===== src/rtcm3_pkg.sv =====
// ---------------------------------------------------------------------------
// rtcm3_pkg: shared types, constants and the CRC-24Q byte step
// Used by the front classifier, the beat queue and the CRC back end.
// ---------------------------------------------------------------------------
`default_nettype none

package rtcm3_pkg;

    localparam logic [7:0]  PREAMBLE   = 8'hD3;
    localparam logic [7:0]  LEN1_MASK  = 8'hFC;
    localparam logic [24:0] CRC_POLY   = 25'h1864CFB;

    localparam int unsigned QDEPTH     = 4;
    localparam int unsigned QPTR_W     = $clog2(QDEPTH);
    localparam int unsigned QCNT_W     = $clog2(QDEPTH + 1);

    localparam logic [9:0]  CRC_BYTES  = 10'd3;

    // status codes of a result beat
    localparam logic [1:0]  STATUS_GOOD     = 2'd0;
    localparam logic [1:0]  STATUS_ACCEPTED = 2'd1;
    localparam logic [1:0]  STATUS_REJECTED = 2'd2;

    // what the back end does with a queued byte
    typedef enum logic [1:0] {
        KIND_START = 2'd0,  // preamble: CRC restarts from zero
        KIND_CONT  = 2'd1,  // frame byte: CRC continues
        KIND_LAST  = 2'd2   // last CRC byte: CRC continues, result is issued
    } kind_t;

    typedef struct packed {
        kind_t       kind;
        logic [7:0]  data;
        logic [11:0] msg_num;
        logic [9:0]  length;
    } qentry_t;

    // CRC-24Q, MSB first, one byte
    function automatic logic [23:0] crc24q_byte(input logic [23:0] crc,
                                                input logic [7:0]  b);
        logic [24:0] c;
        c = {1'b0, crc ^ {b, 16'h0000}};
        for (int i = 0; i < 8; i++) begin
            c = {c[23:0], 1'b0};
            if (c[24]) begin
                c = c ^ CRC_POLY;
            end
        end
        return c[23:0];
    endfunction

endpackage

`default_nettype wire


===== src/rtcm3_front.sv =====
// ---------------------------------------------------------------------------
// rtcm3_front: frame parser
// Tracks preamble, header, payload and CRC phases; tags each frame byte.
// ---------------------------------------------------------------------------
`default_nettype none

module rtcm3_front
    import rtcm3_pkg::*;
(
    input  wire logic    aclk,
    input  wire logic    aresetn,
    input  wire logic    byte_valid,
    input  wire logic [7:0] byte_data,
    output logic         push,
    output qentry_t      push_entry
);

    typedef enum logic [2:0] {
        PH_HUNT,
        PH_LEN1,
        PH_LEN2,
        PH_MSG1,
        PH_MSG2,
        PH_DATA,
        PH_CRC
    } phase_t;

    phase_t      phase_reg, phase_next;
    logic [9:0]  left_reg, left_next;
    logic [9:0]  len_reg, len_next;
    logic [11:0] msg_reg, msg_next;
    logic [9:0]  left_dec;
    logic [9:0]  len_full;

    assign left_dec = left_reg - 10'd1;
    assign len_full = {len_reg[9:8], byte_data};

    always_comb begin
        phase_next = phase_reg;
        left_next  = left_reg;
        len_next   = len_reg;
        msg_next   = msg_reg;
        push       = 1'b0;
        push_entry = '{kind: KIND_CONT, data: byte_data,
                       msg_num: msg_reg, length: len_reg};
        if (byte_valid) begin
            unique case (phase_reg)
                PH_HUNT: begin
                    if (byte_data == PREAMBLE) begin
                        push            = 1'b1;
                        push_entry.kind = KIND_START;
                        phase_next      = PH_LEN1;
                    end
                end
                PH_LEN1: begin
                    if ((byte_data & LEN1_MASK) != 8'h00) begin
                        // bad header: byte is rescanned as a hunt byte
                        if (byte_data == PREAMBLE) begin
                            push            = 1'b1;
                            push_entry.kind = KIND_START;
                            phase_next      = PH_LEN1;
                        end else begin
                            phase_next = PH_HUNT;
                        end
                    end else begin
                        push       = 1'b1;
                        len_next   = {byte_data[1:0], 8'h00};
                        phase_next = PH_LEN2;
                    end
                end
                PH_LEN2: begin
                    push     = 1'b1;
                    len_next = len_full;
                    if (len_full == 10'd0) begin
                        msg_next   = 12'd0;
                        left_next  = CRC_BYTES;
                        phase_next = PH_CRC;
                    end else begin
                        left_next  = len_full;
                        phase_next = PH_MSG1;
                    end
                end
                PH_MSG1, PH_MSG2, PH_DATA: begin
                    push = 1'b1;
                    if (phase_reg == PH_MSG1) begin
                        msg_next = {byte_data, 4'h0};
                    end else if (phase_reg == PH_MSG2) begin
                        msg_next = {msg_reg[11:4], byte_data[7:4]};
                    end
                    if (left_dec == 10'd0) begin
                        left_next  = CRC_BYTES;
                        phase_next = PH_CRC;
                    end else begin
                        left_next  = left_dec;
                        phase_next = (phase_reg == PH_MSG1) ? PH_MSG2 : PH_DATA;
                    end
                end
                PH_CRC: begin
                    push      = 1'b1;
                    left_next = left_dec;
                    if (left_dec == 10'd0) begin
                        push_entry.kind = KIND_LAST;
                        phase_next      = PH_HUNT;
                    end
                end
                default: begin
                    phase_next = PH_HUNT;
                end
            endcase
        end
    end

    always_ff @(posedge aclk) begin
        if (!aresetn) begin
            phase_reg <= PH_HUNT;
            left_reg  <= '0;
            len_reg   <= '0;
            msg_reg   <= '0;
        end else begin
            phase_reg <= phase_next;
            left_reg  <= left_next;
            len_reg   <= len_next;
            msg_reg   <= msg_next;
        end
    end

endmodule

`default_nettype wire


===== config.mk =====
export PLATFORM = sky130hd
export DESIGN_NAME = rtcm3_front
export DESIGN_NICKNAME = d
export VERILOG_FILES = /design/src/rtcm3_pkg.sv /design/src/rtcm3_front.sv
export SDC_FILE = /design/constraint.sdc
export NUM_CORES = 1
export LEC_CHECK = 0
export BUFFER_PORTS_ARGS = -buffer_cell sky130_fd_sc_hd__buf_2
export CAP_MARGIN = 20
export CORE_ASPECT_RATIO = 1.1
export CORE_MARGIN = 2
export CORE_UTILIZATION = 25
export CTS_BUF_LIST = sky130_fd_sc_hd__clkbuf_4 sky130_fd_sc_hd__clkbuf_8
export CTS_CLUSTER_SIZE = 28
export DETAILED_ROUTE_END_ITERATION = 7
export MAX_ROUTING_LAYER = met4
export PLACE_DENSITY = 0.51
export SKIP_LAST_GASP = 1
export SLEW_MARGIN = 25
export SYNTH_ARGS = -nofsm -noshare
export SYNTH_HDL_FRONTEND = slang
export SYNTH_SLANG_ARGS = --single-unit

===== constraint.sdc =====
create_clock -name aclk -period 3.5 [get_ports aclk]
set_input_delay 0.175 -clock aclk [delete_from_list [all_inputs] [get_ports aclk]]
set_output_delay 0.175 -clock aclk [all_outputs]
set_load 0.01 [all_outputs]

# Yosys cells after proc, flatten, opt, wreduce, memory -nomap -nowiden
# Index checks and enable logic that the tools add are counted.
[classes] addsub=1 eq_ne=13 mux=26 bitwise_logic=2 n_reduce_logical=15
[op_table] operator="$mux 10" count=3
[op_table] operator="$pmux 10 s3" count=1
[op_table] operator="$mux 12" count=2
[op_table] operator="$pmux 12 s2" count=1
[op_table] operator="$logic_not 10->1" count=2
[op_table] operator="$pmux 10 s2" count=1
[op_table] operator="$pmux 3 s5" count=1
[op_table] operator="$mux 3" count=4
[op_table] operator="$reduce_and 4->1" count=3
[op_table] operator="$ne 2x2->1 const B" count=5
[op_table] operator="$sub 10x1->10 const B" count=1
[op_table] operator="$eq 3x3->1 const B" count=3
[op_table] operator="$eq 8x8->1 const B" count=1
[op_table] operator="$reduce_bool 8->1" count=1
[op_table] operator="$mux 1" count=7
[op_table] operator="$eq 3x2->1 const B" count=2
[op_table] operator="$mux 2" count=3
[op_table] operator="$pmux 2 s3" count=1
[op_table] operator="$reduce_and 3->1" count=2
[op_table] operator="$reduce_or 5->1" count=1
[op_table] operator="$mux 4" count=1
[op_table] operator="$reduce_bool 2->1" count=2
[op_table] operator="$eq 3x1->1 const B" count=1
[op_table] operator="$logic_not 3->1" count=1
[op_table] operator="other kinds (6)" count=7
[word_totals] ff_bits=35 input_bits=11 out_inout_bits=33

# Logic depth before layout (Yosys ltp)
# Gate-level depths: netlist of the first run.
[depth] word_depth=5 depth_mapped=8

# Least setup slack after synthesis of the first run
# OpenSTA, ideal clock, no wires.
[synth_timing] path_type="register to output" startpoint="register left_reg[1]" endpoint="output port push_entry[31] (netlist name)" t_arrival_ns=1.720 required_time_ns=3.325 path_slack_ns=1.605 path_stages_with_launch=8 path_buffers=0 cell_sequence="dfxtp_1 -> inv_1 -> ha_1 -> nor4b_4 -> nand4_1 -> o41ai_4 -> o211ai_4 -> nor3_1"
[synth_rtl] item="start: declaration" line_no="rtcm3_front.sv:29" text="logic [9:0] left_reg, left_next;"
[synth_rtl] item="start signal: assignment" line_no="rtcm3_front.sv:121" text="left_reg <= left_next;"
[synth_rtl] item="end: declaration" line_no="rtcm3_front.sv:15" text="output qentry_t push_entry"

==> reports/metrics.yaml, run 1 <==
outcome:
  status: "finished clean"
layout:
  drive_above_1_share_pct: 23.1
  nNetsFinal: 285
  largest_register_ffs: 12
  syn2layout_area_growth_pct: 16.2
  fillers: 804
  utilization_pct: 30.3
  antenna_cells: 0
  finalInstanceArea_mm2: 0.00229
placement:
  gp_congestion: 0.791
  io_buffers: 43
  place_area_mm2: 0.00220
  hpwlAfterDp_um: 3980
synth:
  yosys_register_bits: 35
  synth_top_area_share_pct: 35.6
  ys_seq_area_share_pct: 35.6
  syn-cell-area_mm2: 0.00197
  synthCells: 243
  synth_cell_type_count: 48
  synth.most_common_cell: "dfxtp_1"
  synth_edf_count: 0
  yosysTopAreaCell: "dfxtp_1"
  ys_top_cells_by_count: "dfxtp_1, nor2_1, nand2_1, a21oi_1, a22oi_1"
  yosysWarnings: 0
  synthArstFlopShare_pct: 0
  synth_fp_nets: 256
  avgSynthCellArea_um2: 8.11
  synth-main-ff-cell: "dfxtp_1"
  synth_area_leaders: "dfxtp_1, a22oi_1, nor2_1"
timing:
  setup_tns_ps: 0
  finalSetupViolCount: 0
  min_period_ps: 2450
  fmax_mhz: 408
  min_period_over_period_pct: 70.1
  clock_skew_ps: 5.76
  finalHoldViolations: 0
  holdWs_ps: 190
  grt_setup_unrepaired: "no"
  tightestPinTransition_ps: 858
  relSlewSlack_pct: 42.6
  maxSlewViolCount: 0
route:
  wl_um: 5510
  drt_iter0_markers: 79
  viasPerCell: 4.88
  drc_errors: 0
  drt_pass1_iterations: 5
  wl_per_cell_um: 14.6
  vias: 1845
  final_antenna_net_count: 0
setup_path:
  rrSetupSlack_ps: 1230
  crit_slowest_cell: "dfxtp_1"
  crit_chain: "inv_1 -> ha_1 -> nor4b_4 -> o21a_1 -> nor3_2 -> o211ai_4 -> o32ai_1 -> nand2_1 -> buf_2"
  start_kind: "flip-flop"
  required_ps: 3320
  path_class: "reg2out"
  r2r_cells: 6
  cp_max_fo: 8
  arrival_ps: 2280
  r2r_start: "phase_reg[1]$_SDFFE_PN0P_"
  r2r-end: "left_reg[1]$_SDFFE_PN0P_"
  cp-end-kind: "output pin"
  cpPeakStageDelay_ps: 390
clock_network:
  clkSlewWorstSetupHoldPaths_ps: 80
  h-tree-depth: 2
  postCtsHoldBufs: 0
  clkSinkCount: 35
  clockRootBuffer: "clkbuf_8"
  cts_tree: "done"
  cts-buffers-inserted: 5
  post_cts_buffers: 0
  cts_resized: 0
  clock_latency_ps: 290
  cts.path.max_buffers: 2
hold_path:
  min-delay-start: "byte_data[7]"
  holdPathStages: 3
  hold_path_end: "msg_reg[3]$_SDFFE_PN0P_"
  min_path_type: "in2reg"
grt:
  antenna_found_initial: 0
  grt-ovfl-total: 0
  grt_max_degree: 25
  grt_pass1_wl_um: 9000
  grt_pass1_vias: 1720
  track_usage_pct: 13.6
job:
  drv_cap: 0
die:
  initial_core_util_pct: 26.1
  die_x_um: 88.7
  core_mm2: 0.00756
  die_area_mm2: 0.00861
  die_y_um: 97.1
  ios: 44
  row_count: 33
power_and_ir_drop:
  vdd_drop_max_v: 0.000171
  powerDensity_mw_per_mm2: 326
  leakage_nw: 0.930
worst max path at each step:
stage	end	startpoint	slack, ps	depth (start not counted)
after floorplan	push_entry[31]	left_reg[1]$_SDFFE_PN0P_	1610	7
after global placement	push_entry[30]	left_reg[1]$_SDFFE_PN0P_	1310	9
after detailed placement	left_reg[1]$_SDFFE_PN0P_	phase_reg[1]$_SDFFE_PN0P_	1320	6
after CTS	push_entry[30]	left_reg[0]$_SDFFE_PN0P_	1010	9
after global routing	push_entry[30]	left_reg[1]$_SDFFE_PN0P_	830	9
final	push_entry[30]	left_reg[0]$_SDFFE_PN0P_	1050	9
cell type report:
| class | instances | area (um2) | share of cell area, % |
|---|---|---|---|
| timing repair buffer | 43 | 215 | 9.40 |
| multi-input combinational | 178 | 1120 | 48.7 |
| clock inverter | 3 | 23.8 | 1.04 |
| clock buffer | 5 | 68.8 | 3.01 |
| sequential | 35 | 701 | 30.6 |
| inverter | 9 | 33.8 | 1.48 |
| tap | 105 | 131 | 5.74 |
routing by layer:
layer	GRT usage (%)	routed length [um]
met5	-	0
met1	18.7	2620
met2	19.3	2540
met3	3.40	256
met4	4.90	91
worst max-delay path, delay by kind of cell (launching register included):
| kind | cells | cell delay, ps |
|---|---|---|
| AOI/OAI and AO/OA | 3 | 640 |
| adders and majority gates | 1 | 220 |
| buffers and inverters | 2 | 210 |
| DFF | 1 | 390 |
| and+or+nand+nor | 3 | 530 |
power by group:
group	switching (mW)	internal, mW	total [mW]
combinational	0.0295	0.0107	0.0402
clock	0.166	0.142	0.308
sequential	0.0000817	0.398	0.398
total	0.196	0.551	0.746
per-stage QoR:
stage                     worst slack (ps)  cells  total power [mW]
after floorplan                       1610    243             0.431
after global placement                1310    370             0.449
after detailed placement              1320    370             0.448
after CTS                             1010    378             0.758
after global routing                   834    378             0.782
final                                 1050    378             0.746
kinds of logic (layout without fill, tap and decap cells):
logic type,Yosys count,count (layout),share of synthesized area (%)
AOI/OAI and AO/OA,71,71,25.3
xor gates and xnor gates,2,2,1.27
adders and majority gates,2,2,1.27
buffers and inverters,30,60,7.81
DFF,35,35,35.6
muxes,6,6,3.05
and+or+nand+nor,97,97,25.8
layout by cell type, fill, tap and decap left out, types with 2 or more instances in the layout:
cell type	instances
ha_1	2
nor3_1	5
o31ai_1	3
nand2b_1	3
dfxtp_1	35
a31oi_1	6
nand4_1	3
o211ai_1	2
buf_2	43
nand2_1	24
nor2_1	31
a22oi_1	16
and3_1	3
a211oi_1	3
clkbuf_8	5
inv_1	8
nand3_1	13
nand4b_1	3
o21ai_0	10
a21oi_1	19
o21ai_1	2
mux2i_1	6
clkinvlp_4	2
nor3_2	2
(Power assumes the default switching activity.)
==> run 2, diff against run 1 <==
PLACE_DENSITY = 0.53   (was 0.51)
clock period = 2.2 ns   (was 3.5 ns; I/O delays follow)
==> reports/metrics.yaml, run 2 (synthesis gave the netlist of run 1 again) <==
grt:
  grt_max_degree: 25
  grt_pass1_wl_um: 9400
  grt-ovfl-total: 0
  track_usage_pct: 14.3
  grt_pass1_vias: 1829
  antenna_found_initial: 0
setup_path:
  arrival_ps: 2050
  cp_max_fo: 4
  r2r_start: "left_reg[1]$_SDFFE_PN0P_"
  rrSetupSlack_ps: 150
  cp_num_buf_inv: 4
  cpMostUsedCell: "buf_4"
  cp_top_family: "buffers and inverters"
  path_class: "reg2out"
  crit_chain: "inv_2 -> ha_4 -> nor4b_4 -> buf_4 -> buf_4 -> o41ai_4 -> o211ai_4 -> o32ai_2 -> nand2_1 -> buf_2"
  r2r-end: "phase_reg[2]$_SDFFE_PN0P_"
  r2r_cells: 10
  cpPeakStageDelay_ps: 370
  critPathLaunch: "left_reg[1]$_SDFFE_PN0P_"
  required_ps: 2090
  cp-end-kind: "output pin"
  crit_slowest_cell: "dfxtp_2"
  start_kind: "flip-flop"
power_and_ir_drop:
  powerDensity_mw_per_mm2: 521
  leakage_nw: 1.04
  power.total_mw: 1.29
  vdd_drop_max_v: 0.000366
outcome:
  status: "finished clean"
layout:
  nNetsFinal: 303
  final-instance-count-excl-fill: 396
  layout_common_cells: "buf_2, dfxtp_1, nor2_1, nand2_1, a21oi_1"
  fillers: 808
  antenna_cells: 0
  drive_above_1_share_pct: 30.6
  largest_register_ffs: 12
  syn2layout_area_growth_pct: 26.0
  final_common_cell: "buf_2"
route:
  wl_um: 5930
  drc_errors: 0
  drt_pass1_iterations: 5
  wl_per_cell_um: 15.0
  final_antenna_net_count: 0
  vias: 1970
  viasPerCell: 4.97
  drt_iter0_markers: 107
timing:
  fmax_mhz: 464
  tightestPinTransition_ps: 844
  min_period_over_period_pct: 98.0
  holdWs_ps: 125
  min_period_ps: 2160
  maxSlewViolCount: 0
  relSlewSlack_pct: 43.7
  clock_skew_ps: 4.57
  finalSetupViolCount: 0
  finalHoldViolations: 0
hold_path:
  min-delay-start: "byte_data[7]"
  holdPathStages: 3
  min_path_type: "in2reg"
  hold_path_end: "msg_reg[3]$_SDFFE_PN0P_"
die:
  row_count: 33
  initial_core_util_pct: 26.1
  die_area_mm2: 0.00861
  die_x_um: 88.7
  ios: 44
  die_y_um: 97.1
  core_mm2: 0.00756
clock_network:
  cts_tree: "done"
  h-tree-depth: 2
  clock_latency_ps: 290
  clkSinkCount: 35
  cts-buffers-inserted: 5
  cts.path.max_buffers: 2
  postCtsHoldBufs: 0
  clkSlewWorstSetupHoldPaths_ps: 80
  clockRootBuffer: "clkbuf_8"
placement:
  dp_cells: 380
  gp_congestion: 0.866
  io_buffers: 43
  hpwlAfterDp_um: 4200
job:
  drv_cap: 0
## run 2: changes by cell type in the layout (fill, tap and decap cells not counted), moves of 2 or more
| cell | previous run | this run |
|---|---|---|
| dfxtp_1 | 35 | 32 |
| inv_1 | 8 | 6 |
| inv_2 | 1 | 3 |
| dfxtp_2 | 0 | 2 |
| clkinvlp_4 | 2 | 0 |
| buf_4 | 0 | 18 |
## run 2: worst register-to-register path, stage by stage, from the launching register on
cell and delay, ps:
dfxtp_2 370, inv_2 70, ha_4 170, nor4b_4 130
buf_4 150, buf_4 140, o41ai_4 250, o211ai_4 130
buf_4 190, a211oi_1 230, a211oi_1 70
## run 2: per-stage QoR
stage / instance area [um2] / worst slack, ps / setup TNS [ps] / utilization, %
after floorplan: 1970 / 345 / 0 / -
after global placement: 2270 / 217 / 0 / 30.1
after detailed placement: 2270 / 171 / 0 / 30.1
after CTS: 2410 / 7.21 / 0 / 31.9
after global routing: 2480 / -59.6 / -67.2 / 32.9
final: 2480 / 44.0 / 0 / 32.9
## run 2: repair_timing
item | 4_1_cts | 5_1_grt
pin swaps | 3 | 4
gates cloned | 0 | 0
buffers inserted | 2 | 6
setup endpoints to repair | 2 | 4
gates resized for setup | 4 | 7
## run 2: where the power goes
part | internal [mW] | switching (mW)
combinational | 0.0192 | 0.0473
clock | 0.338 | 0.259
sequential | 0.632 | 0.0000661
total | 0.988 | 0.306
## run 2: worst max-delay path by stage
stage / endpoint / slack, ps / cells past startpoint
finish: push_entry[30] / 40 / 10
floorplan: phase_reg[1]$_SDFFE_PN0P_ / 350 / 8
global placement: phase_reg[1]$_SDFFE_PN0P_ / 220 / 8
detailed placement: phase_reg[1]$_SDFFE_PN0P_ / 170 / 8
CTS: push_entry[30] / 7 / 9
global route: push_entry[30] / -60 / 10
## run 2: per-layer routing
layer / vias up / global-route usage, % / wire (um)
met1: 941 / 17.9 / 2600
met3: 10 / 2.80 / 206
li1: 966 / - / -
met5: - / - / 0
met2: 53 / 22.9 / 3020
met4: 0 / 4.31 / 110
## run 2: layout make-up
| type | instances | area, um2 | area share, % |
|---|---|---|---|
| Inverter | 9 | 33.8 | 1.36 |
| Sequential cell | 35 | 707 | 28.5 |
| Clock buffer | 5 | 68.8 | 2.77 |
| Clock inverter | 3 | 43.8 | 1.76 |
| Multi-Input combinational cell | 178 | 1150 | 46.2 |
| Timing Repair Buffer | 61 | 350 | 14.1 |
| Tap cell | 105 | 131 | 5.29 |
